--- config.mk ---
export PLATFORM = sky130hd
export DESIGN_NAME = flit_traffic_endpoint_top_flat
export DESIGN_NICKNAME = d
export VERILOG_FILES = /design/src/hdl/fte_pkg.sv /design/src/hdl/fte_in_if.sv /design/src/hdl/fte_out_if.sv /design/src/hdl/fte_ram.sv /design/src/hdl/flit_traffic_endpoint_top.sv /design/src/flat_wrapper.sv
export VERILOG_INCLUDE_DIRS = /design/src /design/src/hdl
export SDC_FILE = /design/constraint.sdc
export NUM_CORES = 1
export LEC_CHECK = 0
export BUFFER_PORTS_ARGS = -buffer_cell sky130_fd_sc_hd__clkbuf_2
export CAP_MARGIN = 20
export CORE_ASPECT_RATIO = 0.5
export CORE_MARGIN = 2
export CORE_UTILIZATION = 50
export DETAILED_ROUTE_END_ITERATION = 8
export PLACE_DENSITY = 0.69
export SYNTH_ARGS = -nofsm -noshare
export SYNTH_HDL_FRONTEND = slang
export SYNTH_HIERARCHICAL = 1
export SYNTH_SLANG_ARGS = --single-unit
export TNS_END_PERCENT = 100
--- constraint.sdc ---
create_clock -name i_clk -period 4.07 [get_ports i_clk]
set_input_delay 0.814 -clock i_clk [delete_from_list [all_inputs] [get_ports i_clk]]
set_output_delay 0.814 -clock i_clk [all_outputs]
set_load 0.05 [all_outputs]
--- src/hdl/assert_macros.svh ---
// Assertion macros used by the top-level RTL file of the flit traffic endpoint.
`ifndef ASSERT_MACROS_SVH
`define ASSERT_MACROS_SVH

// Same-cycle implication, checked at every rising edge outside reset.
`define FTE_ASSERT_IMP(lbl, clk, rst_n, ante, cons) \
    lbl: assert property (@(posedge clk) disable iff (!(rst_n)) (ante) |-> (cons)) \
        else $error("fte: same-cycle check failed");

// Next-cycle implication, checked at every rising edge outside reset.
`define FTE_ASSERT_NXT(lbl, clk, rst_n, ante, cons) \
    lbl: assert property (@(posedge clk) disable iff (!(rst_n)) (ante) |=> (cons)) \
        else $error("fte: next-cycle check failed");

`endif

--- src/hdl/fte_pkg.sv ---
// Package with the types, codes and constants of the flit traffic endpoint.
package fte_pkg;

    localparam int ACK_QUEUE_DEPTH_DEF = 8;

    localparam int ID_W    = 8;
    localparam int COUNT_W = 16;
    localparam int SIZE_W  = 13;
    localparam int CFG_W   = 16;
    localparam int CFG_IDX_W = 2;

    localparam logic [SIZE_W-1:0] FLIT_BYTES_RST = SIZE_W'(64);

    // Operation codes of an input word.
    localparam logic [1:0] OP_TICK  = 2'd0;
    localparam logic [1:0] OP_START = 2'd1;
    localparam logic [1:0] OP_RX    = 2'd2;
    localparam logic [1:0] OP_GRANT = 2'd3;

    // Error codes of a result word.
    localparam logic [1:0] ERR_NONE  = 2'd0;
    localparam logic [1:0] ERR_GRANT = 2'd1;
    localparam logic [1:0] ERR_QFULL = 2'd2;

    // Configuration register indexes.
    localparam logic [CFG_IDX_W-1:0] CFG_OWN_ID     = 2'd0;
    localparam logic [CFG_IDX_W-1:0] CFG_FLIT_TOTAL = 2'd1;
    localparam logic [CFG_IDX_W-1:0] CFG_FLIT_BYTES = 2'd2;

    typedef struct packed {
        logic [1:0]      operation;
        logic [ID_W-1:0] rx_source_id;
        logic            rx_is_ack;
        logic            rx_is_last;
        logic            link_denied;
    } t_in_word;

    typedef struct packed {
        logic              flit_valid;
        logic [ID_W-1:0]   flit_source_id;
        logic [ID_W-1:0]   flit_dest_id;
        logic              flit_is_ack;
        logic              flit_is_last;
        logic [SIZE_W-1:0] flit_size;
        logic              barrier_request;
        logic [1:0]        error_code;
    } t_out_word;

endpackage

--- src/hdl/fte_in_if.sv ---
// Valid/ready channel that carries input words into the endpoint.
interface fte_in_if;
    import fte_pkg::*;

    logic     valid;
    logic     ready;
    t_in_word data;

    modport source (output valid, output data, input ready);
    modport sink   (input valid, input data, output ready);
endinterface

--- src/hdl/fte_out_if.sv ---
// Valid/ready channel that carries result words out of the endpoint.
interface fte_out_if;
    import fte_pkg::*;

    logic      valid;
    logic      ready;
    t_out_word data;

    modport source (output valid, output data, input ready);
    modport sink   (input valid, input data, output ready);
endinterface

--- src/hdl/fte_ram.sv ---
// Generic single-write, single-read RAM with a registered read port.
module fte_ram #(
    parameter int WIDTH = 8,
    parameter int DEPTH = 8
) (
    input  logic                                    i_clk,
    input  logic                                    i_we,
    input  logic [((DEPTH > 1) ? $clog2(DEPTH) : 1)-1:0] i_waddr,
    input  logic [WIDTH-1:0]                        i_wdata,
    input  logic                                    i_re,
    input  logic [((DEPTH > 1) ? $clog2(DEPTH) : 1)-1:0] i_raddr,
    output logic [WIDTH-1:0]                        o_rdata
);
    logic [WIDTH-1:0] r_mem [DEPTH];
    logic [WIDTH-1:0] r_rdata;

    always_ff @(posedge i_clk) begin
        if (i_we) begin
            r_mem[i_waddr] <= i_wdata;
        end
        if (i_re) begin
            r_rdata <= r_mem[i_raddr];
        end
    end

    assign o_rdata = r_rdata;
endmodule

--- src/hdl/flit_traffic_endpoint_top.sv ---
// Top level of the flit traffic endpoint: control state, ack queue and result register.
//
//   Channel    Dir  Handshake        Carries
//   i_item     in   valid / ready    operation word: tick, start, received flit, grant
//   o_result   out  valid / ready    one result word per input word
//   i_cfg_*    in   write enable     own id, flit_total, flit_bytes
//
// Every accepted input word has its result word in the output register from the next cycle on,
// so the block sustains one word per clock while the result side does not stall.
// An ack pop reads the queue RAM at the head on the accepting edge; the registered read
// data is muxed onto the destination of the ack result at the output.
// Reset is synchronous and clears the control state; the queue RAM is never cleared since
// an entry is only read after it was written. A held result word stalls the input.
module flit_traffic_endpoint_top #(
    parameter int ACK_QUEUE_DEPTH = fte_pkg::ACK_QUEUE_DEPTH_DEF
) (
    input  logic                            i_clk,
    input  logic                            i_rst_n,
    fte_in_if.sink                          i_item,
    fte_out_if.source                       o_result,
    input  logic                            i_cfg_we,
    input  logic [fte_pkg::CFG_IDX_W-1:0]   i_cfg_idx,
    input  logic [fte_pkg::CFG_W-1:0]       i_cfg_data
);
    import fte_pkg::*;

    // Queue pointer and fill widths follow the queue depth.
    localparam int AW = (ACK_QUEUE_DEPTH > 1) ? $clog2(ACK_QUEUE_DEPTH) : 1;
    localparam int FW = $clog2(ACK_QUEUE_DEPTH + 1);
    localparam int SW = FW + 1;

    // Configuration registers.
    logic [ID_W-1:0]    r_own_id;
    logic [COUNT_W-1:0] r_flit_total;
    logic [SIZE_W-1:0]  r_flit_bytes;

    // Control state.
    logic [COUNT_W-1:0] r_sent, n_sent;
    logic [AW-1:0]      r_head, n_head;
    logic [FW-1:0]      r_fill, n_fill;
    logic               r_stalled, n_stalled;
    logic               r_running, n_running;

    // Result register; the destination of an ack word comes from the RAM.
    logic               r_out_valid;
    t_out_word          r_res, n_res;

    logic               accept_in;
    logic               ram_we, ram_re;
    logic [AW-1:0]      ram_waddr;
    logic [ID_W-1:0]    ram_rdata;
    logic [SW-1:0]      tail_sum;
    logic [COUNT_W-1:0] sent_inc;
    logic               pop_go;
    logic               tick_denied;
    logic               res_flit;

    assign i_item.ready = !r_out_valid || o_result.ready;
    assign accept_in    = i_item.valid && i_item.ready;

    // The tail is head plus fill, which stays below twice the depth.
    assign tail_sum  = SW'(r_head) + SW'(r_fill);
    assign ram_waddr = (tail_sum >= SW'(ACK_QUEUE_DEPTH))
                     ? AW'(tail_sum - SW'(ACK_QUEUE_DEPTH)) : AW'(tail_sum);
    assign sent_inc  = r_sent + 1'b1;

    always_comb begin
        n_sent    = r_sent;
        n_head    = r_head;
        n_fill    = r_fill;
        n_stalled = r_stalled;
        n_running = r_running;
        n_res     = '0;
        ram_we    = 1'b0;
        ram_re    = 1'b0;
        pop_go    = 1'b0;

        unique case (i_item.data.operation)
            OP_TICK: begin
                if (r_running) begin
                    if (!r_stalled) begin
                        if (r_fill != '0) begin
                            // Acknowledgements go ahead of data words.
                            pop_go               = 1'b1;
                            ram_re               = 1'b1;
                            n_fill               = r_fill - 1'b1;
                            n_head               = (r_head == AW'(ACK_QUEUE_DEPTH - 1))
                                                 ? '0 : r_head + 1'b1;
                            n_res.flit_valid     = 1'b1;
                            n_res.flit_source_id = r_own_id;
                            n_res.flit_is_ack    = 1'b1;
                        end else if (r_sent < r_flit_total) begin
                            n_sent               = sent_inc;
                            n_res.flit_valid     = 1'b1;
                            n_res.flit_source_id = r_own_id;
                            n_res.flit_dest_id   = r_own_id;
                            n_res.flit_is_last   = (sent_inc >= r_flit_total);
                        end
                        if (n_res.flit_valid) begin
                            n_res.flit_size = r_flit_bytes;
                            if (i_item.data.link_denied) begin
                                n_stalled = 1'b1;
                            end
                        end
                    end
                    n_running = (n_sent < r_flit_total) || (n_fill != '0);
                end
            end
            OP_START: begin
                n_running = 1'b1;
            end
            OP_RX: begin
                if (i_item.data.rx_is_last) begin
                    if (r_fill < FW'(ACK_QUEUE_DEPTH)) begin
                        ram_we = 1'b1;
                        n_fill = r_fill + 1'b1;
                    end else begin
                        n_res.error_code = ERR_QFULL;
                    end
                    n_running = 1'b1;
                end
                n_res.barrier_request = i_item.data.rx_is_ack;
            end
            OP_GRANT: begin
                if (r_stalled) begin
                    n_stalled = 1'b0;
                    n_running = 1'b1;
                end else begin
                    n_res.error_code = ERR_GRANT;
                end
            end
            default: begin
                n_res = '0;
            end
        endcase

        if (!accept_in) begin
            ram_we = 1'b0;
            ram_re = 1'b0;
            pop_go = 1'b0;
        end
    end

    always_ff @(posedge i_clk) begin
        if (!i_rst_n) begin
            r_own_id      <= '0;
            r_flit_total  <= '0;
            r_flit_bytes  <= FLIT_BYTES_RST;
            r_sent        <= '0;
            r_head        <= '0;
            r_fill        <= '0;
            r_stalled     <= 1'b0;
            r_running     <= 1'b0;
            r_out_valid   <= 1'b0;
        end else begin
            if (i_cfg_we) begin
                unique case (i_cfg_idx)
                    CFG_OWN_ID:     r_own_id     <= i_cfg_data[ID_W-1:0];
                    CFG_FLIT_TOTAL: r_flit_total <= i_cfg_data[COUNT_W-1:0];
                    CFG_FLIT_BYTES: r_flit_bytes <= i_cfg_data[SIZE_W-1:0];
                    default: begin
                        r_own_id <= r_own_id;
                    end
                endcase
            end
            if (accept_in) begin
                r_sent      <= n_sent;
                r_head      <= n_head;
                r_fill      <= n_fill;
                r_stalled   <= n_stalled;
                r_running   <= n_running;
                r_out_valid <= 1'b1;
            end else if (o_result.ready) begin
                r_out_valid <= 1'b0;
            end
        end
    end

    always_ff @(posedge i_clk) begin
        if (accept_in) begin
            r_res <= n_res;
        end
    end

    // The queue RAM is read at the head when an ack word is issued; its data holds
    // until the next pop, which can only happen once this result has left.
    fte_ram #(
        .WIDTH (ID_W),
        .DEPTH (ACK_QUEUE_DEPTH)
    ) u_ack_ram (
        .i_clk   (i_clk),
        .i_we    (ram_we),
        .i_waddr (ram_waddr),
        .i_wdata (i_item.data.rx_source_id),
        .i_re    (ram_re),
        .i_raddr (r_head),
        .o_rdata (ram_rdata)
    );

    always_comb begin
        o_result.data = r_res;
        if (r_res.flit_is_ack) begin
            o_result.data.flit_dest_id = ram_rdata;
        end
    end
    assign o_result.valid = r_out_valid;

    assign tick_denied = accept_in && (i_item.data.operation == OP_TICK)
                       && i_item.data.link_denied;
    assign res_flit    = r_out_valid && r_res.flit_valid;

    `include "assert_macros.svh"

    `FTE_ASSERT_IMP(a_fill_bound, i_clk, i_rst_n, 1'b1, r_fill <= FW'(ACK_QUEUE_DEPTH))
    `FTE_ASSERT_NXT(a_pop_dec, i_clk, i_rst_n, pop_go, r_fill == $past(r_fill) - 1'b1)
    `FTE_ASSERT_IMP(a_stall_cause, i_clk, i_rst_n, $rose(r_stalled), $past(tick_denied))
    `FTE_ASSERT_IMP(a_flit_no_err, i_clk, i_rst_n, res_flit, r_res.error_code == ERR_NONE)
endmodule

--- src/flat_wrapper.sv ---
// flat-port wrapper written by rule: the top's interface ports become plain ports
module flit_traffic_endpoint_top_flat import fte_pkg::*;
#(
    parameter int ACK_QUEUE_DEPTH = fte_pkg::ACK_QUEUE_DEPTH_DEF
)
  (i_clk, i_rst_n, i_cfg_we, i_cfg_idx, i_cfg_data, i_item_valid, i_item_data, i_item_ready, o_result_valid, o_result_data, o_result_ready);
  fte_in_if i_item_i ();
  fte_out_if o_result_i ();
  input  logic i_clk;
  input  logic i_rst_n;
  input  logic i_cfg_we;
  input  logic [fte_pkg::CFG_IDX_W-1:0] i_cfg_idx;
  input  logic [fte_pkg::CFG_W-1:0] i_cfg_data;
  input wire logic [$bits(i_item_i.valid)-1:0] i_item_valid;
  input wire logic [$bits(i_item_i.data)-1:0] i_item_data;
  output wire logic [$bits(i_item_i.ready)-1:0] i_item_ready;
  output wire logic [$bits(o_result_i.valid)-1:0] o_result_valid;
  output wire logic [$bits(o_result_i.data)-1:0] o_result_data;
  input wire logic [$bits(o_result_i.ready)-1:0] o_result_ready;
  assign i_item_i.valid = i_item_valid;
  assign i_item_i.data = i_item_data;
  assign i_item_ready = i_item_i.ready;
  assign o_result_valid = o_result_i.valid;
  assign o_result_data = o_result_i.data;
  assign o_result_i.ready = o_result_ready;
  flit_traffic_endpoint_top #(.ACK_QUEUE_DEPTH(ACK_QUEUE_DEPTH)) u_core (.i_clk(i_clk), .i_rst_n(i_rst_n), .i_item(i_item_i), .o_result(o_result_i), .i_cfg_we(i_cfg_we), .i_cfg_idx(i_cfg_idx), .i_cfg_data(i_cfg_data));
endmodule
## After elaboration in Yosys (flattened, before gate mapping)

Memories as Yosys holds them, arrays and structs flattened. A register that Yosys moved wholly into a read port is not among the register bits.
Index checks and enable logic that the tools add are counted.

- Flip-flop bits (word level): 98
- Memories: 1
- Output and inout bits: 37
- Bits of input ports: 36
- Word-level logic and storage cells: 113
- RAM bits: 64

- $lt $le $gt $ge: 5
- Eq/ne operators: 10
- Reductions and logical operators: 22
- Muxes and demuxes: 47
- Add/sub/neg operators: 6
- Bitwise gates (word level): 5

Memory list:

| memory | words | width | rd ports | clocked after Yosys merged registers in | write ports | RTL line | text |
|---|---|---|---|---|---|---|---|
| u_core.u_ack_ram.r_mem | 8 | 8 | 1 | 1 | 1 | fte_ram.sv:14 | `logic [WIDTH-1:0] r_mem [DEPTH];` |

Operator list:

| operator | number |
|---|---|
| $mux W16 | 5 |
| $mux W9 | 4 |
| $lt A16 B16 Y1 | 2 |
| $mux W4 | 7 |
| $mux W1 | 21 |
| $mux W17 | 1 |
| $add A16 B1 Y16 const B | 1 |
| $ge A16 B16 Y1 | 1 |
| $reduce_and A5 Y1 | 2 |
| $reduce_and A3 Y1 | 3 |
| $mux W8 | 1 |
| $pmux W4 S2 | 1 |
| $reduce_bool A4 Y1 | 2 |
| $eq A2 B2 Y1 const B | 3 |
| $mux W3 | 2 |
| $ne A2 B1 Y1 const B | 3 |
| $reduce_and A2 Y1 | 3 |
| $reduce_bool A2 Y1 | 3 |
| $add A3 B4 Y5 | 1 |
| $ge A5 B4 Y1 const B | 1 |
| $not A1 Y1 | 5 |
| $reduce_or A5 Y1 | 1 |
| $add A4 B1 Y4 const B | 1 |
| $eq A2 B1 Y1 const B | 2 |
| other kinds (16) | 19 |

## Logic depth before layout (Yosys ltp)

- Depth after elaboration: 10
- Mapped depth: 16
- Mapped depth without buffers: 15

## Modules after synthesis

Netlist, hierarchy kept.

By module, submodules not included:

| module | instances | area an instance (um2) | seq. area each (um2) | cells an instance |
|---|---|---|---|---|
| flit_traffic_endpoint_top | 1 | 5808.1 | 2312.2 | 636 |
| fte_ram | 1 | 2771.4 | 2162.1 | 114 |

## Worst setup path after synthesis

Ideal clock, no wire load.

- Kind: reg-to-reg
- Start point: register u_core.r_flit_total[9]
- End point: register u_core.r_running
- Stages on the path, launching flop included: 16
- Setup time: 0.075 ns
- Path slack: 0.375 ns
- Data arrival time: 3.620 ns
- Clock period less this slack: 3.695 ns
- Required time: 3.995 ns
- Buffers on the path: 0
- Cell sequence: dfxtp_1 inv_1 ha_1 a21o_1 a221o_1 a2111oi_4 nand3_1 or2_2 xnor2_1 ha_1 a211oi_1 nor2_1 a2111oi_0 o2111a_1 o211ai_1 o22ai_1

- Word-level cells in the longest chain between the ends: 10

Ends and longest elaborated chain:

| element | RTL line | text |
|---|---|---|
| from (decl) | flit_traffic_endpoint_top.sv:34 | `logic [COUNT_W-1:0] r_flit_total;` |
| from (signal assigned) | flit_traffic_endpoint_top.sv:159 | `CFG_FLIT_TOTAL: r_flit_total <= i_cfg_data[COUNT_W-1:0];` |
| $lt A16 B16 Y1 | flit_traffic_endpoint_top.sv:92 | `end else if (r_sent < r_flit_total) begin` |
| $mux W16 | flit_traffic_endpoint_top.sv:92 |  |
| $mux W16 | flit_traffic_endpoint_top.sv:82 | `if (r_fill != '0) begin` |
| $mux W16 | flit_traffic_endpoint_top.sv:81 | `if (!r_stalled) begin` |
| $mux W16 | flit_traffic_endpoint_top.sv:80 | `if (r_running) begin` |
| $mux W16 | flit_traffic_endpoint_top.sv:78 | `unique case (i_item.data.operation)` |
| $lt A16 B16 Y1 * | flit_traffic_endpoint_top.sv:106 | `n_running = (n_sent < r_flit_total) \|\| (n_fill != '0);` |
| $logic_or A1 B1 Y1 * | flit_traffic_endpoint_top.sv:106 |  |
| $mux W1 * | flit_traffic_endpoint_top.sv:80 |  |
| $pmux W1 S4 * | flit_traffic_endpoint_top.sv:78 |  |
| to (signal assigned) | flit_traffic_endpoint_top.sv:171 | `r_running <= n_running;` |
| to (decl) | flit_traffic_endpoint_top.sv:42 | `logic r_running, n_running;` |

Mark *: on every way between the ends. The rest lies on a longest branch, timed or not. The select of a mux whose other input is x is not followed.
A chain may end at the register's enable or synchronous reset.

## Final worst setup path

- Start point: register u_core.r_sent[10]
- End point: register u_core.r_running

- Word-level cells in the longest chain between the ends: 10
- Elaborated cells on any way between the ends: 11
- Those cells by class: add/sub (1); order compare (2); mux (7); reduce/logical (1)

Ends and longest elaborated chain:

| element | RTL line | text |
|---|---|---|
| from (decl) | flit_traffic_endpoint_top.sv:38 | `logic [COUNT_W-1:0] r_sent, n_sent;` |
| from (signal assigned) | flit_traffic_endpoint_top.sv:167 | `r_sent <= n_sent;` |
| $add A16 B1 Y16 or $lt A16 B16 Y1 (tied branches) | flit_traffic_endpoint_top.sv:65, flit_traffic_endpoint_top.sv:92 |  |
| $mux W16 | flit_traffic_endpoint_top.sv:92 |  |
| $mux W16 | flit_traffic_endpoint_top.sv:82 |  |
| $mux W16 * | flit_traffic_endpoint_top.sv:81 |  |
| $mux W16 * | flit_traffic_endpoint_top.sv:80 |  |
| $mux W16 * | flit_traffic_endpoint_top.sv:78 |  |
| $lt A16 B16 Y1 * | flit_traffic_endpoint_top.sv:106 |  |
| $logic_or A1 B1 Y1 * | flit_traffic_endpoint_top.sv:106 |  |
| $mux W1 * | flit_traffic_endpoint_top.sv:80 |  |
| $pmux W1 S4 * | flit_traffic_endpoint_top.sv:78 |  |

Marks and branches as above.

==> results.ini <==
[sta]
finalHoldViolations=0
period_share=0.9475
finClkSkew_ns=0.01345
min_period_ns=3.856
rsz0062_at_grt=no
whs_ns=0.4505
relSlewSlack=0.4730
worst_pin_slew_ns=0.7894
setup_viol=0
slew_violations=0
max_freq_ghz=0.2593
setup_slack_ns=0.2136
finalSetupTns_ns=0

[floorplan]
die_x_microns=189.3
die_area_sq_um=18290
die_h_microns=96.63
row_count=33
coreArea_sq_um=16600
io_pins=73
initial_core_util=0.5169

[routing]
drc_errors=0
drt-total-wl_microns=17620
first_pass_iters=4
vias=5647
ant_nets=0
vias_per_cell=5.456
routedWlPerCell_microns=17.02
drt_iter0_drc=386

[layout]
instances_no_fill=1035
num_antenna_cells=0
utilization=0.5777
num-nets-final=885
stdcell_area_sq_um=9589
nFillCells=1385
drive_gt1_frac=0.1906
area_growth_pct=11.77

[power_and_ir_drop]
ir_drop_mv=0.2841
power.density_nw_per_um2=395.2
p_leak_nw=3.617
power_mw=3.790

[global_route]
grt_max_degree=60
gr-usage-all-layers=0.2008
antenna_found_initial=0
grt_pass1_wl_microns=28760
grt_overflow_total=0
grt_pass1_vias=5519

[place]
port_buffers=72
place_inst=1002
gp_congestion=0.8223
pre_cts_slack_ns=0.1164
dpl.hpwl_microns=11950
placed_cell_area_sq_um=8955

[clock_network]
clk-insertion-delay-late_ns=0.43
clock_path_buffers=2
hold_buffers=0
cts-root-buf=clkbuf_16
path_clk_slew_ns=0.07
clock-sinks=170
cts_buffers=17
cts_tree=yes
h-tree-depth=4

[logic_synthesis]
synth-seq-cells=170
synth.area.top_cells=edfxtp_1 (37%), dfxtp_1 (15%), ha_1 (7.7%), mux4_1 (4.6%), nand2_1 (3.9%)
async_flop_share=0
synth_area_sq_um=8579
synth_most_common_cell=edfxtp_1
yosys_warnings=6
synth_fp_nets=840
synth_edf_count=107
synth_seq_area_share=0.5215
ys_top_cells_by_count=edfxtp_1 (107), nand2_1 (90), a21oi_1 (64), dfxtp_1 (63), ha_1 (53)
yosysTopAreaCell=edfxtp_1
syn_inst=750
synth-main-ff-cell=edfxtp_1
synth_cell_types=63
yosys.area.top_type_share=0.3745
avgSynthCellArea_sq_um=11.44

[outcome]
outcome=complete, no violations

[worst_setup_path]
worstSetupPathType=register to register
crit_arrival_ns=4.16
crit_fanout=9
crit_required_ns=4.37
startpoint_type=register
critPathCaptureType=register

[run]
max-cap-violations=0

[hold_path]
min_path_type=register to register

routing by layer:
metal | part of all wire | GRT usage
met1 | 0.47 | 0.2784
met2 | 0.48 | 0.3159
met3 | 0.037 | 0.04282
met4 | 0.011 | 0.06679
met5 | 0 | 0
sequential cells by signal, summed over array words and instances, names as in the netlist:
name	cells
u_core/r_flit_bytes	13
u_core/r_res	8
u_core/r_running	1
u_core/r_fill	4
u_core/u_ack_ram/r_mem	64
u_core/r_head	3
u_core/o_result.data	27
u_core/r_own_id	8
u_core/o_result.valid	1
u_core/r_flit_total	16
u_core/r_stalled	1
u_core/u_ack_ram/o_rdata	8
u_core/r_sent	16
where the power goes:
group          internal, mW  switching, mW  total [mW]
clock network         0.878          0.759        1.64
logic                0.0817          0.197       0.279
registers              1.86         0.0155        1.87
logic make-up (layout without fill, tap and decap cells):
logic type / Yosys count / count (layout) / synth area share
AND/OR/NAND/NOR: 237 / 237 / 0.1393
adder cells (fa/ha/maj): 54 / 54 / 0.07963
flip-flops: 170 / 170 / 0.5215
XOR/XNOR: 32 / 32 / 0.03267
buffers and inverters: 91 / 149 / 0.05731
multiplexers: 41 / 41 / 0.08021
AO/OA/AOI/OAI: 125 / 125 / 0.08940
critical path: stages, from the launching register on:
cell and delay [ns]:
dfxtp_1 0.49, ha_1 0.28, and2_1 0.15, a221o_1 0.36
a2111oi_4 0.46, nand3_1 0.16, buf_4 0.20, or2_2 0.31
xnor2_1 0.14, ha_1 0.30, and4_1 0.25, o211ai_1 0.13
a21o_1 0.18, a211oi_1 0.23, o22ai_1 0.11
final cells by class:
cell class                 count  area, sq um  area share
clock buffer                  17        425.4     0.04436
clock inverter                15        172.7     0.01801
inverter                      30        112.6     0.01174
multi-input combinational    489         3635      0.3790
sequential                   170         4474      0.4666
tap                          227        284.0     0.02962
timing repair buffer          87        485.5     0.05063
layout by cell type, fill, tap and decap left out, types with 5 or more instances in the layout:
master     synthesis  routed
edfxtp_1         107     107
nand2_1           90      90
clkbuf_2           2      72
a21oi_1           64      64
dfxtp_1           63      63
ha_1              53      53
nor2_1            33      33
and2_1            31      31
inv_1             29      29
xnor2_1           25      25
o21ai_0           22      22
clkbuf_16          0      17
mux2_2            17      17
mux4_1            15      15
nand3_1           14      14
buf_4             28      14
or3_1             11      11
nand2b_1           8       8
mux2i_1            8       8
and3_1             7       7
xor2_1             7       7
a21o_1             6       6
nor3_1             7       6
nor2b_1            5       5
and4_1             5       5
or2_2              5       5
nand3b_1           5       5
path summary, 6_finish.rpt:
path / start / to / slack, ns / cells past startpoint
worst max-delay path: u_core/r_sent[10] / u_core/r_running / 0.21 / 14
worst min-delay path: u_core/r_flit_bytes[7] / u_core/r_flit_bytes[7] / 0.45 / 2
worst max register to register: u_core/r_sent[10] / u_core/r_running / 0.21 / 14
worst min register to register: u_core/r_flit_bytes[7] / u_core/r_flit_bytes[7] / 0.45 / 2
what timing repair did:
item | CTS | global route
buffers inserted | 0 | 0
endpoints found under the hold margin | 0 | 0
gates resized for setup | 0 | 4
endpoints found under the setup margin | 0 | 1
No activity file was read; power rests on OpenSTA's default activity.
